===== src/hw/rtl/cocu_pkg.sv =====
// Shared types, constants and saturating helpers for the column owner
// communication update block. No dependencies.
package cocu_pkg;

    localparam int ID_W        = 4;
    localparam int COL_W       = 20;
    localparam int CNT_W       = 32;
    localparam int LIST_CAP    = 16;
    localparam int LIST_IDX_W  = 4;
    localparam int LEN_W       = 5;
    localparam int COST_W      = CNT_W + 1;
    localparam int IN_DATA_W   = 32;
    localparam int IN_USER_W   = 2;
    localparam int OUT_DATA_W  = 120;
    localparam int QUEUE_DEPTH = 2;
    localparam int QPTR_W      = 1;
    localparam int QCNT_W      = 2;

    typedef enum logic [1:0] {
        ACT_GREEDY = 2'd0,
        ACT_ASSIGN = 2'd1,
        ACT_REMOVE = 2'd2,
        ACT_NONE   = 2'd3
    } action_t;

    typedef enum logic [2:0] {
        ST_IDLE,
        ST_GREEDY,
        ST_GDRAIN,
        ST_UPDATE,
        ST_OWNER,
        ST_OWRITE,
        ST_RESULT
    } back_state_t;

    // One complete column as handed from the front to the back.
    typedef struct packed {
        action_t                               action;
        logic [COL_W-1:0]                      column;
        logic [ID_W-1:0]                       owner;
        logic [LEN_W-1:0]                      len;
        logic [LIST_CAP-1:0][ID_W-1:0]         ids;
    } job_t;

    typedef struct packed {
        logic [CNT_W-1:0] elements;
        logic [CNT_W-1:0] receives;
        logic [CNT_W-1:0] sends;
    } cnt_word_t;

    function automatic logic [CNT_W-1:0] sat_add(input logic [CNT_W-1:0] a,
                                                  input logic [LEN_W-1:0] b);
        logic [CNT_W:0] s;
        s = {1'b0, a} + {{(CNT_W+1-LEN_W){1'b0}}, b};
        sat_add = s[CNT_W] ? {CNT_W{1'b1}} : s[CNT_W-1:0];
    endfunction

    function automatic logic [CNT_W-1:0] sat_sub(input logic [CNT_W-1:0] a,
                                                  input logic [LEN_W-1:0] b);
        logic [CNT_W-1:0] bx;
        bx = {{(CNT_W-LEN_W){1'b0}}, b};
        sat_sub = (a > bx) ? (a - bx) : '0;
    endfunction

endpackage


===== src/hw/rtl/cocu_front.sv =====
// Front end: collects the processor entries of a column and hands the
// finished column to the queue. Depends on cocu_pkg.
module cocu_front
(
    input  logic                                clk,
    input  logic                                rst_n,
    input  logic                                s_axis_tvalid,
    output logic                                s_axis_tready,
    // tdata: column [19:0], owner [23:20], proc_id [27:24], zero fill above
    input  logic [cocu_pkg::IN_DATA_W-1:0]      s_axis_tdata,
    // tuser: action [1:0]
    input  logic [cocu_pkg::IN_USER_W-1:0]      s_axis_tuser,
    input  logic                                s_axis_tlast,
    input  logic                                q_full,
    output logic                                q_push,
    output cocu_pkg::job_t                      q_job
);

    logic [cocu_pkg::LIST_CAP-1:0][cocu_pkg::ID_W-1:0] list_reg, list_next;
    logic [cocu_pkg::LEN_W-1:0]                        len_reg, len_next;
    logic [cocu_pkg::LIST_CAP-1:0][cocu_pkg::ID_W-1:0] ids_cur;
    logic [cocu_pkg::LEN_W-1:0]                        len_cur;
    logic                                              accept;
    cocu_pkg::action_t                                 action;

    assign s_axis_tready = !q_full;
    assign accept        = s_axis_tvalid && s_axis_tready;
    assign action        = cocu_pkg::action_t'(s_axis_tuser);

    always_comb
    begin
        ids_cur = list_reg;
        len_cur = len_reg;
        // Entries beyond the list capacity are dropped.
        if (len_reg < cocu_pkg::LEN_W'(cocu_pkg::LIST_CAP))
        begin
            ids_cur[len_reg[cocu_pkg::LIST_IDX_W-1:0]] = s_axis_tdata[27:24];
            len_cur = len_reg + 1'b1;
        end
    end

    always_comb
    begin
        list_next = list_reg;
        len_next  = len_reg;
        q_push    = 1'b0;
        if (accept)
        begin
            if (s_axis_tlast)
            begin
                len_next = '0;
                q_push   = (action != cocu_pkg::ACT_NONE);
            end
            else
            begin
                list_next = ids_cur;
                len_next  = len_cur;
            end
        end
    end

    always_comb
    begin
        q_job.action = action;
        q_job.column = s_axis_tdata[19:0];
        q_job.owner  = s_axis_tdata[23:20];
        q_job.len    = len_cur;
        q_job.ids    = ids_cur;
    end

    always_ff @(posedge clk or negedge rst_n)
    begin
        if (!rst_n)
        begin
            len_reg <= '0;
        end
        else
        begin
            len_reg <= len_next;
        end
    end

    always_ff @(posedge clk)
    begin
        list_reg <= list_next;
    end

endmodule


===== src/hw/rtl/cocu_queue.sv =====
// Two-entry queue of complete columns between front and back.
// Depends on cocu_pkg.
module cocu_queue
(
    input  logic           clk,
    input  logic           rst_n,
    input  logic           push,
    input  cocu_pkg::job_t push_job,
    output logic           full,
    input  logic           pop,
    output cocu_pkg::job_t pop_job,
    output logic           not_empty
);

    cocu_pkg::job_t               entry_reg [cocu_pkg::QUEUE_DEPTH];
    logic [cocu_pkg::QPTR_W-1:0]  wr_ptr_reg, wr_ptr_next;
    logic [cocu_pkg::QPTR_W-1:0]  rd_ptr_reg, rd_ptr_next;
    logic [cocu_pkg::QCNT_W-1:0]  count_reg, count_next;

    function automatic logic [cocu_pkg::QCNT_W-1:0] QCNT_one(input logic b);
        QCNT_one = {{(cocu_pkg::QCNT_W-1){1'b0}}, b};
    endfunction

    assign full      = (count_reg == cocu_pkg::QCNT_W'(cocu_pkg::QUEUE_DEPTH));
    assign not_empty = (count_reg != '0);
    assign pop_job   = entry_reg[rd_ptr_reg];

    always_comb
    begin
        wr_ptr_next = push ? wr_ptr_reg + 1'b1 : wr_ptr_reg;
        rd_ptr_next = pop ? rd_ptr_reg + 1'b1 : rd_ptr_reg;
        count_next  = count_reg + QCNT_one(push) - QCNT_one(pop);
    end

    always_ff @(posedge clk or negedge rst_n)
    begin
        if (!rst_n)
        begin
            wr_ptr_reg <= '0;
            rd_ptr_reg <= '0;
            count_reg  <= '0;
        end
        else
        begin
            wr_ptr_reg <= wr_ptr_next;
            rd_ptr_reg <= rd_ptr_next;
            count_reg  <= count_next;
        end
    end

    always_ff @(posedge clk)
    begin
        if (push)
        begin
            entry_reg[wr_ptr_reg] <= push_job;
        end
    end

    a_no_overflow: assert property (@(posedge clk) disable iff (!rst_n)
        push |-> (!full || pop))
        else $error("column queue written while full");

    a_no_underflow: assert property (@(posedge clk) disable iff (!rst_n)
        pop |-> not_empty)
        else $error("column queue read while empty");

    a_count_bound: assert property (@(posedge clk) disable iff (!rst_n)
        count_reg <= cocu_pkg::QCNT_W'(cocu_pkg::QUEUE_DEPTH))
        else $error("column queue count out of range");

endmodule


===== src/hw/rtl/cocu_back.sv =====
// Back end: greedy owner search and counter update over the per-processor
// counter memory, plus the result register. Depends on cocu_pkg.
module cocu_back
#(
    parameter int PROCS = 16
)
(
    input  logic                                clk,
    input  logic                                rst_n,
    input  logic                                q_valid,
    input  cocu_pkg::job_t                      q_job,
    output logic                                q_pop,
    output logic                                m_axis_tvalid,
    input  logic                                m_axis_tready,
    output logic [cocu_pkg::OUT_DATA_W-1:0]     m_axis_tdata
);

    localparam int IW = $clog2(PROCS);

    cocu_pkg::back_state_t            state_reg, state_next;
    cocu_pkg::job_t                   job_reg;
    logic [cocu_pkg::ID_W-1:0]        q_reg;
    logic [cocu_pkg::LEN_W-1:0]       idx_reg;

    // Counter memory with one valid bit per processor; unwritten reads zero.
    cocu_pkg::cnt_word_t              mem [PROCS];
    logic [PROCS-1:0]                 valid_reg;
    cocu_pkg::cnt_word_t              rd_q_reg;
    logic                             rd_ok_reg;
    cocu_pkg::cnt_word_t              rd_word;
    logic [IW-1:0]                    rd_addr;
    logic                             wr_en;
    logic [IW-1:0]                    wr_addr;
    cocu_pkg::cnt_word_t              wr_data;

    // Greedy pipeline: read, cost terms, cost, compare.
    logic                             p1_act_reg, p1_cand_reg;
    logic [cocu_pkg::ID_W-1:0]        p1_id_reg;
    logic [cocu_pkg::LEN_W-1:0]       p1_k_reg;
    logic                             p2_act_reg, p2_cand_reg;
    logic [cocu_pkg::ID_W-1:0]        p2_id_reg;
    logic [cocu_pkg::COST_W-1:0]      p2_cs_reg, p2_cr_reg;
    logic                             p3_act_reg, p3_cand_reg;
    logic [cocu_pkg::ID_W-1:0]        p3_id_reg;
    logic [cocu_pkg::COST_W-1:0]      p3_cost_reg;
    logic                             found_reg;
    logic [cocu_pkg::ID_W-1:0]        best_reg;
    logic [cocu_pkg::COST_W-1:0]      best_cost_reg;

    // Receive update stage: the read issued last cycle is written back now.
    logic                             u1_vld_reg;
    logic [IW-1:0]                    u1_addr_reg;
    logic [cocu_pkg::LEN_W-1:0]       u1_k_reg;

    logic [cocu_pkg::CNT_W-1:0]       res_send_reg, res_recv_reg, res_elem_reg;
    logic                             out_vld_reg;
    logic [cocu_pkg::OUT_DATA_W-1:0]  out_data_reg;

    logic [cocu_pkg::ID_W-1:0]        cur_id;
    logic                             cur_in, q_in, cur_earlier, q_listed, do_add;
    logic [cocu_pkg::LEN_W-1:0]       match_cnt, amount;
    logic                             issue_g, issue_u, load_out, last_idx;

    assign cur_id   = job_reg.ids[idx_reg[cocu_pkg::LIST_IDX_W-1:0]];
    assign cur_in   = (32'(cur_id) < 32'(PROCS));
    assign q_in     = (32'(q_reg) < 32'(PROCS));
    assign do_add   = (job_reg.action != cocu_pkg::ACT_REMOVE);
    assign last_idx = (idx_reg == job_reg.len - 1'b1);
    assign rd_word  = rd_ok_reg ? rd_q_reg : '0;
    assign amount   = q_listed ? job_reg.len - 1'b1 : job_reg.len;

    always_comb
    begin
        match_cnt   = '0;
        cur_earlier = 1'b0;
        q_listed    = 1'b0;
        for (int j = 0; j < cocu_pkg::LIST_CAP; j++)
        begin
            if (cocu_pkg::LEN_W'(j) < job_reg.len)
            begin
                if (job_reg.ids[j] == cur_id)
                begin
                    match_cnt = match_cnt + 1'b1;
                end
                if (job_reg.ids[j] == q_reg)
                begin
                    q_listed = 1'b1;
                end
            end
            if ((cocu_pkg::LEN_W'(j) < idx_reg) && (job_reg.ids[j] == cur_id))
            begin
                cur_earlier = 1'b1;
            end
        end
    end

    // Next state.
    always_comb
    begin
        state_next = state_reg;
        case (state_reg)
            cocu_pkg::ST_IDLE:
            begin
                if (q_valid)
                begin
                    state_next = (q_job.action == cocu_pkg::ACT_GREEDY) ?
                                 cocu_pkg::ST_GREEDY : cocu_pkg::ST_UPDATE;
                end
            end
            cocu_pkg::ST_GREEDY:
            begin
                if (last_idx)
                begin
                    state_next = cocu_pkg::ST_GDRAIN;
                end
            end
            cocu_pkg::ST_GDRAIN:
            begin
                if (!p1_act_reg && !p2_act_reg && !p3_act_reg)
                begin
                    state_next = cocu_pkg::ST_UPDATE;
                end
            end
            cocu_pkg::ST_UPDATE:
            begin
                if (last_idx)
                begin
                    state_next = cocu_pkg::ST_OWNER;
                end
            end
            cocu_pkg::ST_OWNER:  state_next = cocu_pkg::ST_OWRITE;
            cocu_pkg::ST_OWRITE: state_next = cocu_pkg::ST_RESULT;
            cocu_pkg::ST_RESULT:
            begin
                if (load_out)
                begin
                    state_next = cocu_pkg::ST_IDLE;
                end
            end
            default: state_next = cocu_pkg::ST_IDLE;
        endcase
    end

    // State outputs.
    always_comb
    begin
        q_pop    = 1'b0;
        issue_g  = 1'b0;
        issue_u  = 1'b0;
        load_out = 1'b0;
        rd_addr  = cur_in ? IW'(32'(cur_id)) : '0;
        case (state_reg)
            cocu_pkg::ST_IDLE:   q_pop = q_valid;
            cocu_pkg::ST_GREEDY: issue_g = 1'b1;
            cocu_pkg::ST_UPDATE:
            begin
                // Duplicates are folded into the first occurrence.
                issue_u = cur_in && !cur_earlier && (cur_id != q_reg);
            end
            cocu_pkg::ST_OWNER:  rd_addr = q_in ? IW'(32'(q_reg)) : '0;
            cocu_pkg::ST_RESULT: load_out = !out_vld_reg || m_axis_tready;
            default:             q_pop = 1'b0;
        endcase
    end

    // Write port: receive write-back, or the owner's own update.
    always_comb
    begin
        wr_en   = 1'b0;
        wr_addr = u1_addr_reg;
        wr_data = rd_word;
        if (u1_vld_reg)
        begin
            wr_en            = 1'b1;
            wr_data.receives = do_add ? cocu_pkg::sat_add(rd_word.receives, u1_k_reg)
                                      : cocu_pkg::sat_sub(rd_word.receives, u1_k_reg);
        end
        else if ((state_reg == cocu_pkg::ST_OWRITE) && q_in)
        begin
            wr_en            = 1'b1;
            wr_addr          = IW'(32'(q_reg));
            wr_data.sends    = do_add ? cocu_pkg::sat_add(rd_word.sends, amount)
                                      : cocu_pkg::sat_sub(rd_word.sends, amount);
            wr_data.elements = do_add ? cocu_pkg::sat_add(rd_word.elements, 5'd1)
                                      : cocu_pkg::sat_sub(rd_word.elements, 5'd1);
        end
    end

    always_ff @(posedge clk)
    begin
        if (wr_en)
        begin
            mem[wr_addr] <= wr_data;
        end
        rd_q_reg <= mem[rd_addr];
    end

    always_ff @(posedge clk or negedge rst_n)
    begin
        if (!rst_n)
        begin
            valid_reg <= '0;
            rd_ok_reg <= 1'b0;
        end
        else
        begin
            rd_ok_reg <= valid_reg[rd_addr];
            if (wr_en)
            begin
                valid_reg[wr_addr] <= 1'b1;
            end
        end
    end

    // Control registers.
    always_ff @(posedge clk or negedge rst_n)
    begin
        if (!rst_n)
        begin
            state_reg   <= cocu_pkg::ST_IDLE;
            p1_act_reg  <= 1'b0;
            p2_act_reg  <= 1'b0;
            p3_act_reg  <= 1'b0;
            u1_vld_reg  <= 1'b0;
            found_reg   <= 1'b0;
            out_vld_reg <= 1'b0;
            idx_reg     <= '0;
        end
        else
        begin
            state_reg  <= state_next;
            p1_act_reg <= issue_g;
            p2_act_reg <= p1_act_reg;
            p3_act_reg <= p2_act_reg;
            u1_vld_reg <= issue_u;
            if (q_pop)
            begin
                found_reg <= 1'b0;
                idx_reg   <= '0;
            end
            else if ((state_reg == cocu_pkg::ST_GREEDY) ||
                     (state_reg == cocu_pkg::ST_UPDATE))
            begin
                idx_reg <= idx_reg + 1'b1;
            end
            else if (state_reg == cocu_pkg::ST_GDRAIN)
            begin
                idx_reg <= '0;
            end
            if (p3_act_reg && p3_cand_reg &&
                (!found_reg || (p3_cost_reg < best_cost_reg)))
            begin
                found_reg <= 1'b1;
            end
            if (load_out)
            begin
                out_vld_reg <= 1'b1;
            end
            else if (m_axis_tready)
            begin
                out_vld_reg <= 1'b0;
            end
        end
    end

    // Payload registers.
    always_ff @(posedge clk)
    begin
        if (q_pop)
        begin
            job_reg <= q_job;
            q_reg   <= q_job.owner;
        end
        else if ((state_reg == cocu_pkg::ST_GDRAIN) && (state_next == cocu_pkg::ST_UPDATE))
        begin
            // With no candidate in range the first listed processor is named.
            q_reg <= found_reg ? best_reg : job_reg.ids[0];
        end

        p1_cand_reg <= issue_g && cur_in;
        p1_id_reg   <= cur_id;
        p1_k_reg    <= match_cnt;

        p2_cand_reg <= p1_cand_reg;
        p2_id_reg   <= p1_id_reg;
        p2_cs_reg   <= {1'b0, rd_word.sends}
                       + {{(cocu_pkg::COST_W-cocu_pkg::LEN_W){1'b0}}, job_reg.len}
                       - cocu_pkg::COST_W'(1);
        p2_cr_reg   <= {1'b0, rd_word.receives}
                       + {{(cocu_pkg::COST_W-cocu_pkg::LEN_W){1'b0}}, p1_k_reg}
                       - cocu_pkg::COST_W'(1);

        p3_cand_reg <= p2_cand_reg;
        p3_id_reg   <= p2_id_reg;
        p3_cost_reg <= (p2_cs_reg > p2_cr_reg) ? p2_cs_reg : p2_cr_reg;

        if (p3_act_reg && p3_cand_reg && (!found_reg || (p3_cost_reg < best_cost_reg)))
        begin
            best_reg      <= p3_id_reg;
            best_cost_reg <= p3_cost_reg;
        end

        u1_addr_reg <= rd_addr;
        u1_k_reg    <= match_cnt;

        if (state_reg == cocu_pkg::ST_OWRITE)
        begin
            res_send_reg <= q_in ? wr_data.sends : '0;
            res_recv_reg <= q_in ? rd_word.receives : '0;
            res_elem_reg <= q_in ? wr_data.elements : '0;
        end

        if (load_out)
        begin
            out_data_reg <= {res_elem_reg, res_recv_reg, res_send_reg,
                             q_reg, job_reg.column};
        end
    end

    assign m_axis_tvalid = out_vld_reg;
    assign m_axis_tdata  = out_data_reg;

    a_idle_quiet: assert property (@(posedge clk) disable iff (!rst_n)
        (state_reg == cocu_pkg::ST_IDLE) |->
            !(p1_act_reg || p2_act_reg || p3_act_reg || u1_vld_reg))
        else $error("counter pipeline busy while back end idle");

    a_owner_write_free: assert property (@(posedge clk) disable iff (!rst_n)
        (state_reg == cocu_pkg::ST_OWRITE) |-> !u1_vld_reg)
        else $error("receive write-back collides with owner update");

    a_best_in_range: assert property (@(posedge clk) disable iff (!rst_n)
        found_reg |-> (32'(best_reg) < 32'(PROCS)))
        else $error("greedy choice outside the processor range");

endmodule


===== src/hw/rtl/column_owner_comm_update.sv =====
// Top level of the column owner communication update block.
// Depends on cocu_pkg, cocu_front, cocu_queue and cocu_back.
//
//  Channel  Dir  Payload
//  s_axis   in   tdata: column, owner, proc_id; tuser: action; tlast: last entry
//  m_axis   out  tdata: column_out, chosen_owner, owner_sends/receives/elements
//
// The front takes one processor entry per cycle while the queue is not full; the
// back walks the entries of each column over the counter memory through its single
// read port, twice for greedy (search, then update) and once for assign or remove.
// Reset clears the counter valid bits at once, so there is no clearing pass.
// A two-column queue lets the front keep taking entries while the back works;
// a held result stalls the back first and the input only once the queue fills.
module column_owner_comm_update
#(
    parameter int PROCS = 16
)
(
    input  logic                                clk,
    input  logic                                rst_n,
    input  logic                                s_axis_tvalid,
    output logic                                s_axis_tready,
    // tdata: column [19:0], owner [23:20], proc_id [27:24], zero fill above
    input  logic [cocu_pkg::IN_DATA_W-1:0]      s_axis_tdata,
    // tuser: action [1:0]
    input  logic [cocu_pkg::IN_USER_W-1:0]      s_axis_tuser,
    input  logic                                s_axis_tlast,
    output logic                                m_axis_tvalid,
    input  logic                                m_axis_tready,
    // tdata: column_out [19:0], chosen_owner [23:20], owner_sends [55:24],
    //        owner_receives [87:56], owner_elements [119:88]
    output logic [cocu_pkg::OUT_DATA_W-1:0]     m_axis_tdata
);

    logic           q_full, q_push, q_pop, q_not_empty;
    cocu_pkg::job_t push_job, pop_job;

    cocu_front u_front
    (
        .clk           (clk),
        .rst_n         (rst_n),
        .s_axis_tvalid (s_axis_tvalid),
        .s_axis_tready (s_axis_tready),
        .s_axis_tdata  (s_axis_tdata),
        .s_axis_tuser  (s_axis_tuser),
        .s_axis_tlast  (s_axis_tlast),
        .q_full        (q_full),
        .q_push        (q_push),
        .q_job         (push_job)
    );

    cocu_queue u_queue
    (
        .clk       (clk),
        .rst_n     (rst_n),
        .push      (q_push),
        .push_job  (push_job),
        .full      (q_full),
        .pop       (q_pop),
        .pop_job   (pop_job),
        .not_empty (q_not_empty)
    );

    cocu_back #(.PROCS(PROCS)) u_back
    (
        .clk           (clk),
        .rst_n         (rst_n),
        .q_valid       (q_not_empty),
        .q_job         (pop_job),
        .q_pop         (q_pop),
        .m_axis_tvalid (m_axis_tvalid),
        .m_axis_tready (m_axis_tready),
        .m_axis_tdata  (m_axis_tdata)
    );

endmodule


===== config.mk =====
export PLATFORM = sky130hd
export DESIGN_NAME = column_owner_comm_update
export DESIGN_NICKNAME = d
export VERILOG_FILES = /design/src/hw/rtl/cocu_pkg.sv /design/src/hw/rtl/cocu_front.sv /design/src/hw/rtl/cocu_queue.sv /design/src/hw/rtl/cocu_back.sv /design/src/hw/rtl/column_owner_comm_update.sv
export SDC_FILE = /design/constraint.sdc
export NUM_CORES = 2
export LEC_CHECK = 0
export BUFFER_PORTS_ARGS = -buffer_cell sky130_fd_sc_hd__buf_2
export CAP_MARGIN = 25
export CORE_ASPECT_RATIO = 0.9
export CORE_MARGIN = 4
export CORE_UTILIZATION = 40
export DETAILED_ROUTE_END_ITERATION = 10
export PLACE_DENSITY_LB_ADDON = 0.05
export SYNTH_ARGS = -nofsm -noshare
export SYNTH_HDL_FRONTEND = slang
export SYNTH_SLANG_ARGS = --single-unit

===== constraint.sdc =====
create_clock -name clk -period 13.5 [get_ports clk]
set_clock_uncertainty 0.15 [all_clocks]
set_input_delay 2.025 -clock clk [delete_from_list [all_inputs] [get_ports clk]]
set_output_delay 2.025 -clock clk [all_outputs]
set_load 0.1 [all_outputs]

Yosys cells after proc, flatten, opt, wreduce, memory -nomap -nowiden
Memories as Yosys holds them, arrays and structs flattened. A register that Yosys moved wholly into a read port is not among the register bits.
Index checks and enable logic that the tools add are counted.
Word-level totals
  bits in registers: 575
  bits in writable memories: 1726
  input bits: 39
  output and inout bits: 122
  logic and storage cells: 374
  memories kept: 2
Operators by class
  add/sub/neg operators: 31
  magnitude comparators: 44
  eq/ne operators: 44
  mux-type cells: 141
  bitwise gates (word level): 2
  reductions and logical operators: 43
Memories
  u_back.mem: words 16, width 96, read ports 1, clocked after Yosys merged registers in 1, wr ports 1, RTL line cocu_back.sv:26  | cocu_pkg::cnt_word_t mem [PROCS];
  u_queue.entry_reg: words 2, width 95, read ports 1, clocked after Yosys merged registers in 0, wr ports 1, RTL line cocu_queue.sv:15  | cocu_pkg::job_t entry_reg [cocu_pkg::QUEUE_DEPTH];
Operators by type and width (count)
  32-bit 2-to-1 mux: 14
  5-bit 2-to-1 mux: 36
  4-bit equality test: 32
  32-bit by 5-bit adder with 33-bit output: 3
  96-bit 2-to-1 mux: 1
  5-bit by 1-bit adder with 5-bit output (second input constant): 16
  4-bit by 5-bit less-than comparator with 1-bit output (first input constant): 16
  1-bit 2-to-1 mux: 68
  33-bit by 1-bit subtractor with 33-bit output (second input constant): 2
  64-bit bitwise mux: 1
  32-bit by 5-bit greater-than comparator with 1-bit output: 2
  64-bit 2-to-1 mux: 1
  32-bit by 5-bit subtractor with 32-bit output: 2
  3-bit by 5-bit less-than comparator with 1-bit output (first input constant): 8
  32-bit by 1-bit adder with 33-bit output (second input constant): 1
  33-bit greater-than comparator: 1
  33-bit less-than comparator: 1
  33-bit 2-to-1 mux: 1
  32-bit by 1-bit greater-than comparator with 1-bit output (second input constant): 1
  4-bit 2-to-1 mux: 8
  32-bit by 1-bit subtractor with 32-bit output (second input constant): 1
  1-bit logical AND: 25
  3-bit one-hot mux with 7 select lines: 1
  1-bit by 5-bit less-than comparator with 1-bit output (first input constant): 4
  other kinds (31): 59

Depth between registers and ports, before layout
  depth after elaboration: 50
  mapped depth: 51
  gate-level depth less buffers: 47

Modules after synthesis
A second synthesis with hierarchy kept.
Second synthesis, totals
  cells, all modules: 6292
  area, all modules: 101889.0 µm²
Modules (own cells, without submodules)
  cocu_back: instances 1, cells each 5755, area each 91203.7 µm², seq. area each 61734.2 µm²
  cocu_queue: instances 1, cells each 311, area each 7255.7 µm², seq. area each 5805.6 µm²
  cocu_front: instances 1, cells each 226, area each 3429.5 µm², seq. area each 2047.0 µm²

Worst setup path before layout
No wires, ideal clock.
  path kind: register to register
  start point: register u_back.idx_reg[2] (netlist name)
  end point: register u_back.p1_k_reg[4] (netlist name)
  library setup time: 0.121 ns
  arrival time: 9.524 ns
  required time: 13.229 ns
  setup slack: 3.705 ns
  stages on the path, launching flop included: 50
  buffers on the path: 4
  clock period less this slack: 9.795 ns
  cell sequence: dfrtp_1 > buf_6 > nor2b_1 > buf_2 > a22o_1 > or3_1 > buf_2 > nand2_2 > buf_1 > xor2_1 > nor4_1 > ha_1 > nand2_1 > o31ai_4 > ha_1 > nand3_1 > nand2_1 > ha_1 > [14 not listed] > ha_1 > nor2_1 > a31oi_1 > xnor2_1 > nor2_1 > a21oi_1 > o21a_1 > ha_1 > mux2_2 > ha_1 > mux2_2 > ha_1 > nand3_1 > inv_1 > nand3b_1 > o221ai_1 > mux2i_1 > xnor2_1
On the way
  longest elaborated chain between the ends: 50
  elaborated cells between the ends (all ways): 65
  classes of those cells: add/sub: 15; eq/ne: 16; mux: 34
Ends and longest elaborated chain
  start, declared: RTL line cocu_back.sv:23  | logic [cocu_pkg::LEN_W-1:0] idx_reg;
  start signal, assigned: RTL line cocu_back.sv:244  | idx_reg <= idx_reg + 1'b1;
  4-bit binary-select mux with 4-bit select (*): RTL line cocu_back.sv:64  | assign cur_id = job_reg.ids[idx_reg[cocu_pkg::LIST_IDX_W-1:0]];
  4-bit 2-to-1 mux (implied by the code) (*): RTL line cocu_back.sv:64
  via u_back.cur_id, one bit: RTL line cocu_back.sv:59  | logic [cocu_pkg::ID_W-1:0] cur_id;
  4-bit equality test: RTL line cocu_back.sv:81  | if (job_reg.ids[j] == cur_id)
  1-bit 2-to-1 mux: RTL line cocu_back.sv:81
  1-bit 2-to-1 mux: RTL line cocu_back.sv:79  | if (cocu_pkg::LEN_W'(j) < job_reg.len)
  1-bit by 1-bit adder with 2-bit output: RTL line cocu_back.sv:83  | match_cnt = match_cnt + 1'b1;
  5-bit 2-to-1 mux: RTL line cocu_back.sv:81
  [36 not listed]
  5-bit 2-to-1 mux: RTL line cocu_back.sv:79
  5-bit by 1-bit adder with 5-bit output: RTL line cocu_back.sv:83
  5-bit 2-to-1 mux: RTL line cocu_back.sv:81
  5-bit 2-to-1 mux: RTL line cocu_back.sv:79
  5-bit by 1-bit adder with 5-bit output: RTL line cocu_back.sv:83
  5-bit 2-to-1 mux: RTL line cocu_back.sv:81
  5-bit 2-to-1 mux (*): RTL line cocu_back.sv:79
  via u_back.match_cnt, one bit: RTL line cocu_back.sv:61  | logic [cocu_pkg::LEN_W-1:0] match_cnt, amount;
  end signal, assigned: RTL line cocu_back.sv:282  | p1_k_reg <= match_cnt;
  end, declared: RTL line cocu_back.sv:39  | logic [cocu_pkg::LEN_W-1:0] p1_k_reg;
Mark *: on every way through the listed nets, which the timed path passes. The rest lies on a longest branch. The select of a mux whose other input is x is not followed.
A chain may end at the register's enable or synchronous reset.

Worst setup path after layout
  start point: register u_back.idx_reg[0] (netlist name)
  end point: register u_back.p1_k_reg[4] (netlist name)
On the way
  longest elaborated chain between the ends: 50
  elaborated cells between the ends (all ways): 65
  classes of those cells: add/sub: 15; eq/ne: 16; mux: 34
Ends and longest elaborated chain (RTL line)
  4-bit binary-select mux with 4-bit select (*): cocu_back.sv:64
  4-bit 2-to-1 mux (implied by the code) (*): cocu_back.sv:64
  4-bit equality test: cocu_back.sv:81
  1-bit 2-to-1 mux: cocu_back.sv:81
  1-bit 2-to-1 mux: cocu_back.sv:79
  1-bit by 1-bit adder with 2-bit output: cocu_back.sv:83
  5-bit 2-to-1 mux: cocu_back.sv:81
  5-bit 2-to-1 mux: cocu_back.sv:79
  [35 not listed]
  5-bit 2-to-1 mux: cocu_back.sv:79
  5-bit by 1-bit adder with 5-bit output: cocu_back.sv:83
  5-bit 2-to-1 mux: cocu_back.sv:81
  5-bit 2-to-1 mux: cocu_back.sv:79
  5-bit by 1-bit adder with 5-bit output: cocu_back.sv:83
  5-bit 2-to-1 mux: cocu_back.sv:81
  5-bit 2-to-1 mux (*): cocu_back.sv:79
  via u_back.match_cnt, one bit: cocu_back.sv:61
Marks and branches as above.

==> results.yml <==
outcome:
  run_status: "completed"
yosys:
  yosys_warnings: 0
  ys_dominant_reg_cell: "edfxtp_1"
  synth_area_per_cell_um2: 12.5
  netlist-cell-type-count: 105
  ys_seq_area_share_pct: 67.5
  synth.cell_area_mm2: 0.103
  synth_edf_count: 2138
  postSynth.asyncResetShare_pct: 1.67
  mappedNetlistNets: 8501
  netlist_instances: 8255
  synth_seq_cells: 2397
global_routing:
  grt_most_used_layer: "met2"
  aggregate_global_route_resource_usage_pct: 22.2
  antenna_violations_before_repair: 19
  grt_pass1_vias: 64500
  met1_usage_pct: 32.9
  grt_util_met2_pct: 34.9
  grt_max_degree: 162
  grt_first_pass_wirelength_um: 444000
  grt.met3_usage_pct: 2.64
  grt_remaining_overflow: 0
clock_tree:
  cts_setup_buffers: 0
  clock_tree_sinks: 2397
  cts.reportedPaths.clkPinSlew_ns: 0.06
  cts.path.max_buffers: 4
  ctsHoldBuffers: 0
  ctsResizeCount: 0
  tritoncts: "yes"
  clock_latency_ns: 0.83
  cts_htree_levels: 5
  clockRootBuffer: "clkbuf_16"
  clock_buffers_created_by_tritoncts: 268
power:
  p_leak_nw: 41.6
  power_per_cell_area_mw_per_mm2: 286
  vdd.ir_drop.worst_mv: 0.403
layout:
  area_growth_syn_to_layout_pct: 13.3
  mostFrequentLayoutCells: "2138 x edfxtp_1, 1834 x nand2_1, 485 x nand3_1"
  nNetsFinal: 8653
  fraction_of_final_layout_cells_sized_beyond_drive_strength_1_pct: 12.3
  max_reg_flops: 1536
  utilization_pct: 45.6
  post_layout_nonfiller_instances: 12000
  mostFrequentLayoutCell: "edfxtp_1"
routing:
  drt-wirelength-per-cell_um: 25.1
  antenna_nets_post_route: 0
  drt_drc_violations_left: 0
  total_wirelength_of_the_detailed_routed_design_um: 301000
  dr_total_vias: 66500
  drt-pass1-iter-count: 6
  detail_route.vias_per_cell: 5.54
  dr.first_iter.drc_count: 5989
floorplan:
  floorplan.die_area_mm2: 0.266
  chipWidth_um: 543
  floorplan_die_height_um: 490
  ios: 161
  placementRows: 176
  core_region_area_mm2: 0.256
  floorplan.initialDensity_pct: 40.3
setup_path:
  timing.critical_path.required_ns: 14.07
  path_class: "flop to flop"
  critPathSlowestCell: "mux4_1"
  worst_setup_path_end_kind: "flop"
  worstSetupStartpointType: "flop"
  cp_common_cell: "ha_1"
  critical-path-top-delay-family: "adder cells"
  critical_path_buf_inv_count: 3
  largest_stage_delay_worst_path_ns: 0.72
  critPathMaxFanout: 15
  arrival_ns: 12.01
placed_design:
  detailedPlace.worstSlack_ns: 2.15
  numPortBuffers: 156
  hpwlAfterDp_um: 169000
  placed_cells_incl_taps: 11500
  gp_routability_congestion: 0.860
sta:
  fin_ws_ns: 2.06
  max_freq_ghz: 0.0874
  fin_crit_ns: 11.44
  grt_setup_unrepaired: "no"
  timing.final.max_slew_violations: 0
  setup_violations: 0
  fin_setup_tns_ns: 0
  tightestPinTransition_ns: 1.19
  hold-worst-slack_ns: 0.177
  worst_slew_margin_rel_pct: 20.2
  layout_worst_path_cycle_share_pct: 84.8
  final_hold_viol_count: 0
run:
  cap_viol_max_count: 0
min_path:
  hold_path.class: "flop to flop"
-- metrics by stage --
| stage | total power [mW] | area (um^2) |
|---|---|---|
| 2_1_floorplan | 21.2 | 103000 |
| 3_3_place_gp | 26.3 | 108000 |
| 3_5_place_dp | 26.4 | 108000 |
| 4_1_cts | 33.7 | 117000 |
| 5_1_grt | 35.7 | 117000 |
| 6_report | 33.5 | 117000 |
-- power breakdown --
part           switching, mW  internal, mW
Combinational           10.6          4.80
Clock                   2.93          4.22
Sequential             0.620          10.3
Total                   14.2          19.3
-- logic make-up (layout without fill, tap and decap cells) --
logic type	after synthesis	count (layout)	share of synthesized area, %
compound gates	1228	1228	8.09
xor+xnor	333	333	3.01
fa+ha+maj	210	210	2.58
buf+inv	720	1078	2.68
flops	2397	2397	67.5
mux	241	241	2.71
other cells	0	6	0
simple gates	3126	3126	13.4
-- worst paths after layout --
| check | startpoint | to | slack (ns) | depth (start not counted) |
|---|---|---|---|---|
| max | u_back.idx_reg[0] | u_back.p1_k_reg[4] | 2.06 | 48 |
| min | u_back.p1_id_reg[1] | u_back.p2_id_reg[1] | 0.18 | 0 |
| max reg2reg | u_back.idx_reg[0] | u_back.p1_k_reg[4] | 2.06 | 48 |
| min reg2reg | u_back.p1_id_reg[1] | u_back.p2_id_reg[1] | 0.18 | 0 |
| max in group asynchronous | rst_n | u_back.rd_ok_reg | 11.47 | 2 |
| min in group asynchronous | rst_n | u_queue.rd_ptr_reg | 1.17 | 2 |
-- synthesized netlist by cell type (35+ instances only) --
cell / n / share of area [%]
xor2_1: 104 / 0.88
buf_1: 35 / 0.13
xnor2_1: 215 / 1.8
clkbuf_1: 441 / 1.6
ha_1: 202 / 2.5
a21o_1: 40 / 0.29
a311oi_1: 293 / 2.5
nor2_1: 239 / 0.87
a31oi_1: 144 / 0.87
dfxtp_1: 219 / 4.3
nand3_1: 485 / 2.4
a21oi_1: 327 / 1.6
edfxtp_1: 2138 / 62
nand4_1: 45 / 0.27
inv_1: 225 / 0.82
and3_1: 227 / 1.4
o21ai_0: 181 / 0.88
dfrtp_1: 40 / 0.97
mux2_2: 195 / 2.1
nor3_1: 78 / 0.38
nand2_1: 1836 / 6.7
-- routing by layer --
layer  vias up  wire (um)  part of all wire (%)
met2      1922     136000                    45
li1      30600          -                     -
met5         -         14                0.0046
met4         2       7380                   2.4
met3       410      15400                   5.1
met1     33500     142000                    47
-- final cells by class --
| cell class | count | area (um^2) |
|---|---|---|
| well taps | 3382 | 4230 |
| clock buffers | 361 | 7470 |
| repair buffers | 373 | 2550 |
| fillers | 23100 | 139000 |
| diodes | 6 | 15.0 |
| clock inverters | 115 | 1090 |
| flip-flops and latches | 2397 | 69600 |
| inverters | 229 | 883 |
| multi-input cells | 5138 | 30900 |
Power figures use the tool's default switching activity.
